<file path="src/rtl/core/ccwb_pkg.sv">
`default_nettype none
package ccwb_pkg;
    localparam int BUFFER_DEPTH = 10;
    localparam int MAX_ERASE = 10;
    localparam int LBA_COUNT = 128;
    localparam int IDX_W = $clog2(BUFFER_DEPTH);
    localparam int CNT_W = $clog2(BUFFER_DEPTH + 1);

    localparam logic [1:0] CMD_READ = 2'd0;
    localparam logic [1:0] CMD_WRITE = 2'd1;
    localparam logic [1:0] CMD_ERASE = 2'd2;
    localparam logic [1:0] CMD_FLUSH = 2'd3;

    localparam logic [2:0] K_ACCEPT = 3'd0;
    localparam logic [2:0] K_REJECT = 3'd1;
    localparam logic [2:0] K_RDATA = 3'd2;
    localparam logic [2:0] K_RMISS = 3'd3;
    localparam logic [2:0] K_FWRITE = 3'd4;
    localparam logic [2:0] K_FERASE = 3'd5;
    localparam logic [2:0] K_FDONE = 3'd6;

    typedef struct packed {
        logic [1:0]  cmd;
        logic [7:0]  lba;
        logic [31:0] data_value;
        logic [3:0]  erase_size;
    } in_item_t;

    typedef struct packed {
        logic [2:0]  out_kind;
        logic [7:0]  out_lba;
        logic [31:0] out_data;
        logic [3:0]  out_size;
        logic        out_last;
    } out_item_t;

    typedef enum logic [2:0] {
        ST_IDLE,
        ST_READ,
        ST_INSERT,
        ST_APPEND,
        ST_FLUSH,
        ST_OUT
    } state_t;
endpackage
`default_nettype wire

</file>
<file path="src/rtl/core/coalescing_command_write_buffer_top.sv">
// Coalescing write buffer in front of flash, holding up to BUFFER_DEPTH
// pending write and erase commands.
// Input channel in/in_valid/in_ready carries one command per transaction;
// output channel out/out_valid/out_ready carries its results, the final one
// flagged by out_last.
// One command is handled at a time: in_ready is high only when idle, so it
// stays low from acceptance until the last result has been taken.
// A read walks the stored entries, one entry a cycle, and then offers its
// result in the output register. An insert walks and compacts the same
// way, then appends, and offers its accept.
// A flush, or an insert that fills the buffer, then emits one entry per
// result transaction, count+1 results in all.
// Each result waits in the output register while the receiver stalls;
// the walk resumes once it is taken.
// Reset empties the buffer (count to zero); entry storage is not cleared.
`default_nettype none
module coalescing_command_write_buffer_top (
    input  wire                 clk,
    input  wire                 rst_n,
    input  ccwb_pkg::in_item_t  in,
    input  wire                 in_valid,
    output logic                in_ready,
    output ccwb_pkg::out_item_t out,
    output logic                out_valid,
    input  wire                 out_ready
);
    import ccwb_pkg::*;

    logic              mem_erase [BUFFER_DEPTH];
    logic [7:0]        mem_addr  [BUFFER_DEPTH];
    logic [31:0]       mem_pay   [BUFFER_DEPTH];

    state_t            state_reg, state_next;
    state_t            ret_reg, ret_next;
    logic [CNT_W-1:0]  count_reg, count_next;
    logic [CNT_W-1:0]  rd_reg, rd_next;
    logic [CNT_W-1:0]  wr_reg, wr_next;
    in_item_t          cmd_reg, cmd_next;
    logic [7:0]        nl_reg, nl_next;
    logic [31:0]       ns_reg, ns_next;
    logic              hit_reg, hit_next;
    logic [31:0]       val_reg, val_next;
    out_item_t         out_reg, out_next;

    logic              we;
    logic [IDX_W-1:0]  wa;
    logic              wd_erase;
    logic [7:0]        wd_addr;
    logic [31:0]       wd_pay;

    logic              e_er;
    logic [7:0]        e_a;
    logic [31:0]       e_p;
    logic [8:0]        ol, nl9, oe, ne;
    logic              keep;
    logic [7:0]        nl_c;
    logic [31:0]       ns_c;
    logic [8:0]        chk_end;

    always_ff @(posedge clk)
    begin
        if (we)
        begin
            mem_erase[wa] <= wd_erase;
            mem_addr[wa]  <= wd_addr;
            mem_pay[wa]   <= wd_pay;
        end
    end

    always_ff @(posedge clk or negedge rst_n)
    begin
        if (!rst_n)
        begin
            state_reg <= ST_IDLE;
            ret_reg   <= ST_IDLE;
            count_reg <= '0;
        end
        else
        begin
            state_reg <= state_next;
            ret_reg   <= ret_next;
            count_reg <= count_next;
        end
    end

    always_ff @(posedge clk)
    begin
        rd_reg  <= rd_next;
        wr_reg  <= wr_next;
        cmd_reg <= cmd_next;
        nl_reg  <= nl_next;
        ns_reg  <= ns_next;
        hit_reg <= hit_next;
        val_reg <= val_next;
        out_reg <= out_next;
    end

    // current entry under the walk
    always_comb
    begin
        e_er = mem_erase[rd_reg[IDX_W-1:0]];
        e_a  = mem_addr[rd_reg[IDX_W-1:0]];
        e_p  = mem_pay[rd_reg[IDX_W-1:0]];
        ol   = {1'b0, e_a};
        nl9  = {1'b0, nl_reg};
        oe   = ol + {5'd0, e_p[3:0]};
        ne   = nl9 + {5'd0, ns_reg[3:0]};
        keep = 1'b1;
        nl_c = nl_reg;
        ns_c = ns_reg;
        if (!e_er)
        begin
            if (cmd_reg.cmd != CMD_ERASE)
                keep = (e_a != nl_reg);
            else
                keep = !(nl9 <= ol && ne > ol);
        end
        else if (cmd_reg.cmd == CMD_ERASE)
        begin
            if (ol > nl9)
            begin
                if (ne >= ol)
                begin
                    if (ne >= oe)
                        keep = 1'b0;
                    else if (oe - nl9 <= 9'(MAX_ERASE))
                    begin
                        ns_c = 32'(oe - nl9);
                        keep = 1'b0;
                    end
                end
            end
            else if (oe >= nl9)
            begin
                if (oe >= ne)
                begin
                    nl_c = e_a;
                    ns_c = e_p;
                    keep = 1'b0;
                end
                else if (ne - ol <= 9'(MAX_ERASE))
                begin
                    ns_c = 32'(ne - ol);
                    nl_c = e_a;
                    keep = 1'b0;
                end
            end
        end
    end

    always_comb
    begin
        state_next = state_reg;
        ret_next   = ret_reg;
        count_next = count_reg;
        rd_next    = rd_reg;
        wr_next    = wr_reg;
        cmd_next   = cmd_reg;
        nl_next    = nl_reg;
        ns_next    = ns_reg;
        hit_next   = hit_reg;
        val_next   = val_reg;
        out_next   = out_reg;
        we         = 1'b0;
        wa         = wr_reg[IDX_W-1:0];
        wd_erase   = e_er;
        wd_addr    = e_a;
        wd_pay     = e_p;
        in_ready   = (state_reg == ST_IDLE);
        out_valid  = (state_reg == ST_OUT);
        out        = out_reg;
        chk_end    = {1'b0, in.lba} + {5'd0, in.erase_size};

        unique case (state_reg)
            ST_IDLE:
            begin
                if (in_valid)
                begin
                    cmd_next = in;
                    rd_next  = '0;
                    wr_next  = '0;
                    hit_next = 1'b0;
                    val_next = '0;
                    nl_next  = in.lba;
                    ns_next  = (in.cmd == CMD_ERASE) ? {28'd0, in.erase_size} : in.data_value;
                    out_next = '0;
                    out_next.out_last = 1'b1;
                    if (in.cmd == CMD_FLUSH)
                        state_next = ST_FLUSH;
                    else if ({1'b0, in.lba} >= 9'(LBA_COUNT))
                    begin
                        out_next.out_kind = K_REJECT;
                        ret_next   = ST_IDLE;
                        state_next = ST_OUT;
                    end
                    else if (in.cmd == CMD_READ)
                        state_next = ST_READ;
                    else if (in.cmd == CMD_ERASE && (in.erase_size == 4'd0
                             || in.erase_size > 4'(MAX_ERASE)
                             || chk_end > 9'(LBA_COUNT)))
                    begin
                        out_next.out_kind = K_REJECT;
                        ret_next   = ST_IDLE;
                        state_next = ST_OUT;
                    end
                    else
                        state_next = ST_INSERT;
                end
            end
            ST_READ:
            begin
                if (rd_reg < count_reg)
                begin
                    if (!e_er)
                    begin
                        if (e_a == cmd_reg.lba)
                        begin
                            hit_next = 1'b1;
                            val_next = e_p;
                        end
                    end
                    else if (e_a <= cmd_reg.lba
                             && ol + {5'd0, e_p[3:0]} > {1'b0, cmd_reg.lba})
                    begin
                        hit_next = 1'b1;
                        val_next = 32'h0000_0000;
                    end
                    rd_next = rd_reg + 1'b1;
                end
                else
                begin
                    out_next.out_kind = hit_reg ? K_RDATA : K_RMISS;
                    out_next.out_lba  = cmd_reg.lba;
                    out_next.out_data = hit_reg ? val_reg : 32'd0;
                    out_next.out_last = 1'b1;
                    ret_next   = ST_IDLE;
                    state_next = ST_OUT;
                end
            end
            ST_INSERT:
            begin
                // compaction in place: write index never passes read index
                if (rd_reg < count_reg)
                begin
                    nl_next = nl_c;
                    ns_next = ns_c;
                    if (keep)
                    begin
                        we      = 1'b1;
                        wr_next = wr_reg + 1'b1;
                    end
                    rd_next = rd_reg + 1'b1;
                end
                else
                    state_next = ST_APPEND;
            end
            ST_APPEND:
            begin
                if (wr_reg < CNT_W'(BUFFER_DEPTH))
                begin
                    we       = 1'b1;
                    wd_erase = (cmd_reg.cmd == CMD_ERASE);
                    wd_addr  = nl_reg;
                    wd_pay   = ns_reg;
                    count_next = wr_reg + 1'b1;
                end
                else
                    count_next = wr_reg;
                out_next = '0;
                out_next.out_kind = K_ACCEPT;
                if (wr_reg >= CNT_W'(BUFFER_DEPTH - 1))
                begin
                    out_next.out_last = 1'b0;
                    rd_next  = '0;
                    ret_next = ST_FLUSH;
                end
                else
                begin
                    out_next.out_last = 1'b1;
                    ret_next = ST_IDLE;
                end
                state_next = ST_OUT;
            end
            ST_FLUSH:
            begin
                out_next = '0;
                if (rd_reg < count_reg)
                begin
                    out_next.out_lba = e_a;
                    if (e_er)
                    begin
                        out_next.out_kind = K_FERASE;
                        out_next.out_size = e_p[3:0];
                    end
                    else
                    begin
                        out_next.out_kind = K_FWRITE;
                        out_next.out_data = e_p;
                    end
                    rd_next  = rd_reg + 1'b1;
                    ret_next = ST_FLUSH;
                end
                else
                begin
                    out_next.out_kind = K_FDONE;
                    out_next.out_last = 1'b1;
                    count_next = '0;
                    ret_next   = ST_IDLE;
                end
                state_next = ST_OUT;
            end
            ST_OUT:
            begin
                if (out_ready)
                    state_next = ret_reg;
            end
            default:
                state_next = ST_IDLE;
        endcase
    end
endmodule
`default_nettype wire

</file>
<file path="config.mk">
export PLATFORM = sky130hd
export DESIGN_NAME = coalescing_command_write_buffer_top
export DESIGN_NICKNAME = d
export VERILOG_FILES = /design/src/rtl/core/ccwb_pkg.sv /design/src/rtl/core/coalescing_command_write_buffer_top.sv
export SDC_FILE = /design/constraint.sdc
export NUM_CORES = 1
export LEC_CHECK = 0
export ABC_CLOCK_PERIOD_IN_PS = 11160
export BUFFER_PORTS_ARGS = -buffer_cell sky130_fd_sc_hd__buf_4
export CAP_MARGIN = 20
export CELL_PAD_IN_SITES_DETAIL_PLACEMENT = 0
export CELL_PAD_IN_SITES_GLOBAL_PLACEMENT = 1
export CORE_ASPECT_RATIO = 1.5
export CORE_MARGIN = 1.5
export CORE_UTILIZATION = 40
export DETAILED_ROUTE_END_ITERATION = 10
export GPL_TIMING_DRIVEN = 0
export PLACE_DENSITY_LB_ADDON = 0.1
export SYNTH_ARGS = -nofsm -noshare
export SYNTH_HDL_FRONTEND = slang
export SYNTH_SLANG_ARGS = --single-unit
</file>
<file path="constraint.sdc">
create_clock -name clk -period 11.16 [get_ports clk]
set_input_delay 3.348 -clock clk [delete_from_list [all_inputs] [get_ports clk]]
set_output_delay 3.348 -clock clk [all_outputs]
set_load 0.02 [all_outputs]
</file>
[After elaboration in Yosys (flattened, before gate mapping)]
Memory sizes are Yosys's and may differ from the RTL's. A register that Yosys moved wholly into a read port is not among the register bits.
Cells that the tools add are included.
Storage, ports and cells
  register bits after elaboration: 149
  memory bits (writable): 410
  input port bits: 50
  output and inout bits: 50
  word-level logic and storage cells: 215
  memories kept: 3
Cells by class
  $add $sub $neg: 9
  order comparisons: 17
  equal/unequal tests: 36
  muxes and demuxes: 106
  reduce and logical (&&, ||, !) cells: 28
Memories
  mem_pay: words 10, bits a word 32, rd ports 1, clocked after Yosys merged registers in 1, write ports 1, RTL line coalescing_command_write_buffer_top.sv:31  | logic [31:0] mem_pay [BUFFER_DEPTH];
  mem_addr: words 10, bits a word 8, rd ports 1, clocked after Yosys merged registers in 1, write ports 1, RTL line coalescing_command_write_buffer_top.sv:30  | logic [7:0] mem_addr [BUFFER_DEPTH];
  mem_erase: words 10, bits a word 1, rd ports 1, clocked after Yosys merged registers in 1, write ports 1, RTL line coalescing_command_write_buffer_top.sv:29  | logic mem_erase [BUFFER_DEPTH];
Operators by type and width (count)
  2-to-1 mux 32 bit: 21
  case mux 43 bit (4 select lines): 1
  case mux 32 bit (2 select lines): 2
  2-to-1 mux 8 bit: 10
  2-to-1 mux 3 bit: 16
  2-to-1 mux 48 bit: 1
  2-to-1 mux 4 bit: 11
  2-to-1 mux 44 bit: 1
  2-to-1 mux 43 bit: 1
  2-to-1 mux 1 bit: 31
  inequality test 2 bit (second input constant): 14
  adder 8 x 4 -> 9 bit: 3
  inequality test 3 bit (second input constant): 8
  case mux 4 bit (3 select lines): 2
  subtractor 9 x 8 -> 10 bit: 2
  greater-or-equal comparator 9 x 8 -> 1 bit: 2
  greater-or-equal comparator 9 bit: 2
  greater-than comparator 9 x 8 -> 1 bit: 2
  less-or-equal comparator 9 x 4 -> 1 bit (second input constant): 2
  subtractor 9 x 8 -> 9 bit: 2
  less-or-equal comparator 8 bit: 2
  case mux 4 bit (2 select lines): 2
  case mux 8 bit (2 select lines): 1
  case mux 3 bit (5 select lines): 1
  other kinds (39): 56

[Logic depth before layout (Yosys ltp)]
  depth after elaboration: 14
  mapped depth: 27
  mapped depth without buffers: 20

[Worst setup path before layout]
No wires, ideal clock.
  path type: flip-flop to flip-flop
  start: register with a tool-made name
  end: memory mem_addr[0][0] (enable)
  setup time: 0.501 ns
  arrival time: 8.124 ns
  data required time: 10.659 ns
  path slack: 2.534 ns
  stages on the path, launching flop included: 24
  path buffers: 5
  clock period less this slack: 8.626 ns
  path through: dfxtp_1 buf_2 buf_2 clkbuf_1 clkbuf_1 mux4_2 nor2b_1 a211oi_1 a21oi_1 ha_1 fa_1 a21o_1 a21oi_1 a211oi_2 nand2_1 xnor2_1 ha_1 a211oi_1 a311oi_1 nor3b_2 a22o_1 a2111oi_2 buf_6 a211oi_1
RTL lines (RTL line)
  to (decl): coalescing_command_write_buffer_top.sv:30

==> insert_results.sql <==
INSERT INTO impl_metrics (metric_group, metric, value, unit) VALUES
('status', 'run_status', 'completed', ''),
('hold_path', 'hold-path-cell-count', '2', ''),
('logic_synthesis', 'synth-xor-area-share', '1.01', '%'),
('power', 'power.density', '338', 'mW/mm^2'),
('sta', 'maxClockFrequency', '109', 'MHz'),
('logic_synthesis', 'synthesis.nets', '1846', ''),
('clocking', 'cts_hold_repair.buffers', '0', ''),
('drt', 'ant_nets', '0', ''),
('setup_path', 'reg2reg_slack', '1.97', 'ns'),
('setup_path', 'critical_path.slowest_cell', 'sky130_fd_sc_hd__a2111oi_2', ''),
('setup_path', 'timing.critical_path.depth', '25', ''),
('grt', 'aggregate_global_route_resource_usage', '23.0', '%'),
('sta', 'skew', '0.0254', 'ns'),
('placed_design', 'place.detailed.hpwl', '54.1', 'mm'),
('logic_synthesis', 'netlist_area', '0.0253', 'sq mm'),
('setup_path', 'path_common_cell', 'sky130_fd_sc_hd__a21oi_1', ''),
('logic_synthesis', 'synth_enable_flop_cells', '549', ''),
('layout', 'total_area_of_sequential_cells', '0.0168', 'sq mm'),
('die', 'standard_cell_core_area', '0.0624', 'sq mm'),
('sta', 'tightest_slew', '1.25', 'ns'),
('die', 'num_rows', '112', ''),
('setup_path', 'critical_path.n_buffers_inverters', '7', ''),
('setup_path', 'end_kind', 'register', ''),
('logic_synthesis', 'post-synth-top-area-cell', 'sky130_fd_sc_hd__edfxtp_1', ''),
('drt', 'detailedRoute.firstPassIterationCount', '5', ''),
('clocking', 'htree_levels', '2', ''),
('drt', 'route.layer.met1.wl', '28.9', 'mm'),
('setup_path', 'critical_path.max_fanout', '13', ''),
('drt', 'wire_per_inst', '26.7', 'microns'),
('layout', 'layout.cell_area.non_filler', '0.0298', 'sq mm'),
('sta', 'max_slew_margin', '15.6', '%'),
('sta', 'grt_setup_unrepaired', 'false', ''),
('grt', 'first_global_vias', '16300', ''),
('power', 'max-vdd-ir-drop', '0.149', 'mV'),
('logic_synthesis', 'proportion_of_synthesized_area_in_mux_cells', '11.3', '%'),
('logic_synthesis', 'flip_flop_and_latch_count_after_synthesis', '561', ''),
('die', 'dieArea', '0.0647', 'sq mm'),
('logic_synthesis', 'synth.top_cell.area_share', '65.2', '%'),
('logic_synthesis', 'yosys-top-cells-area', 'sky130_fd_sc_hd__edfxtp_1 65%, sky130_fd_sc_hd__mux4_2 7.0%, sky130_fd_sc_hd__ha_1 3.5%, sky130_fd_sc_hd__o21ai_0 3.1%, sky130_fd_sc_hd__mux2i_1 2.6%', ''),
('hold_path', 'hold_class', 'register to register', ''),
('hold_path', 'hp-start', 'count_reg[3]$_DFFE_PN0P_', ''),
('die', 'floorplan.initialDensity', '40.5', '%'),
('layout', 'largest_register_ff_count', '320', ''),
('logic_synthesis', 'synth_sequential_area_ratio', '66.4', '%'),
('clocking', 'cts_made_buffers', '53', ''),
('setup_path', 'worst-r2r-cell-count', '25', ''),
('clocking', 'cts.repair_timing.setup_buffer_count', '0', ''),
('setup_path', 'path_class', 'register to register', ''),
('sta', 'final_hold_viol_count', '0', ''),
('drt', 'route.vias.total', '15700', ''),
('logic_synthesis', 'synth_area_in_compound_gates', '8.84', '%'),
('drt', 'finalWirelength', '74.2', 'mm'),
('grt', 'grt_pass1_wl', '108', 'mm'),
('clocking', 'clk_pin_slew', '0.06', 'ns'),
('setup_path', 'timing.critical_path.arrival', '9.55', 'ns'),
('clocking', 'clockBufferDepth', '3', ''),
('logic_synthesis', 'synth_adder_area_share', '3.86', '%'),
('layout', 'syn_to_final_growth', '17.9', '%'),
('die', 'die_y', '311', 'microns'),
('placed_design', 'gpl.final_weighted_congestion', '0.903', ''),
('setup_path', 'worst_setup_path_start_kind', 'register', ''),
('layout', 'post_route_cells_drive_above_1_share', '20.3', '%'),
('power', 'design_power_total', '0.0101', 'W'),
('sta', 'final_critical_path_setup_slack', '1.97', 'ns'),
('sta', 'final.hold.worst_slack', '0.525', 'ns'),
('clocking', 'cts_tree', 'built', ''),
('logic_synthesis', 'synth_cells', '1721', ''),
('drt', 'highest_layer', 'met4', ''),
('sta', 'setup-violations-final', '0', ''),
('clocking', 'post_cts_resize_count', '0', ''),
('logic_synthesis', 'syn_area_per_cell', '14.7', 'sq um');
==> kinds of logic (layout without fill, tap and decap cells) <==
group / after synthesis / in the layout
flip-flops: 561 / 561
adder cells (fa/ha/maj): 75 / 75
buffers and inverters: 151 / 410
AND/OR/NAND/NOR: 346 / 346
AO/OA/AOI/OAI: 377 / 377
multiplexers: 182 / 182
XOR/XNOR: 29 / 29
==> worst register-to-register path, delay by kind of cell, from the launching register on <==
| family | cells | cell delay [ns] |
|---|---|---|
| AND/OR/NAND/NOR | 2 | 0.26 |
| adder cells (fa/ha/maj) | 3 | 1.23 |
| flip-flops | 1 | 0.31 |
| multiplexers | 2 | 0.61 |
| XOR/XNOR | 1 | 0.30 |
| buffers and inverters | 7 | 2.69 |
| AO/OA/AOI/OAI | 10 | 3.58 |
==> power by group <==
group          internal [W]  switching [W]  total, W
combinational       0.00176        0.00331   0.00507
sequential          0.00300      0.0000728   0.00307
clock               0.00116       0.000790   0.00195
==> cell usage after synthesis (5+ instances only) <==
library cell               number
sky130_fd_sc_hd__a211oi_1      29
sky130_fd_sc_hd__mux4_2        78
sky130_fd_sc_hd__nor2b_1       25
sky130_fd_sc_hd__mux2i_1       66
sky130_fd_sc_hd__o21ai_0      158
sky130_fd_sc_hd__inv_1         59
sky130_fd_sc_hd__fa_1           5
sky130_fd_sc_hd__nand2_1      143
sky130_fd_sc_hd__a21oi_1      104
sky130_fd_sc_hd__a21o_1        19
sky130_fd_sc_hd__buf_4          6
sky130_fd_sc_hd__xor2_1        11
sky130_fd_sc_hd__buf_2          9
sky130_fd_sc_hd__mux2_2        38
sky130_fd_sc_hd__a22o_1        10
sky130_fd_sc_hd__edfxtp_1     549
sky130_fd_sc_hd__nor2_1       107
sky130_fd_sc_hd__nor3_1        13
sky130_fd_sc_hd__ha_1          70
sky130_fd_sc_hd__nand4_1       10
sky130_fd_sc_hd__nand3_1        9
sky130_fd_sc_hd__o21a_1         9
sky130_fd_sc_hd__nand2b_1      13
sky130_fd_sc_hd__and2_1         6
sky130_fd_sc_hd__xnor2_1       18
sky130_fd_sc_hd__clkbuf_1      65
sky130_fd_sc_hd__buf_1          8
sky130_fd_sc_hd__a31oi_1        5
sky130_fd_sc_hd__dfrtp_1        8
sky130_fd_sc_hd__o211ai_1       6
==> stage by stage <==
step / utilization, % / cells
4_1_cts: 47.7 / 2768
5_1_grt: 47.8 / 2778
3_5_place_dp: 44.7 / 2670
6_report: 47.8 / 2778
3_3_place_gp: 43.3 / 2618
2_1_floorplan: - / 1721
==> routing by layer <==
metal	track usage [%]	up-vias
li1	-	7040
met1	27.7	8074
met5	0	-
met3	2.79	110
met2	42.0	460
met4	8.69	0
==> final timing paths <==
kind | endpoint
max | mem_pay[7][12]$_DFFE_PP_
min reg2reg | count_reg[3]$_DFFE_PN0P_
max in group asynchronous | count_reg[2]$_DFFE_PN0P_
min | count_reg[3]$_DFFE_PN0P_
max reg2reg | mem_pay[7][12]$_DFFE_PP_
min in group asynchronous | state_reg[1]$_DFFE_PN0P_
==> cells in the final DEF, fill, tap and decap left out, types with 25 or more instances in the layout <==
cell type,synthesis,routed
sky130_fd_sc_hd__clkbuf_1,65,76
sky130_fd_sc_hd__a21oi_1,104,103
sky130_fd_sc_hd__inv_1,59,59
sky130_fd_sc_hd__nand2_1,143,142
sky130_fd_sc_hd__ha_1,70,70
sky130_fd_sc_hd__mux2i_1,66,66
sky130_fd_sc_hd__nor2b_1,25,25
sky130_fd_sc_hd__mux4_2,78,78
sky130_fd_sc_hd__edfxtp_1,549,549
sky130_fd_sc_hd__buf_4,6,113
sky130_fd_sc_hd__mux2_2,38,38
sky130_fd_sc_hd__buf_8,1,33
sky130_fd_sc_hd__clkbuf_16,0,53
sky130_fd_sc_hd__o21ai_0,158,156
sky130_fd_sc_hd__nor2_1,107,107
==> area by class of cell <==
| type | instances | area share (%) |
|---|---|---|
| Buffer | 92 | 1.41 |
| Clock buffer | 65 | 4.64 |
| Clock inverter | 33 | 1.56 |
| Inverter | 59 | 0.743 |
| Multi-Input combinational cell | 1009 | 26.9 |
| Sequential cell | 561 | 56.3 |
| Tap cell | 798 | 3.35 |
| Timing Repair Buffer | 161 | 5.16 |
Power figures use the tool's default switching activity.
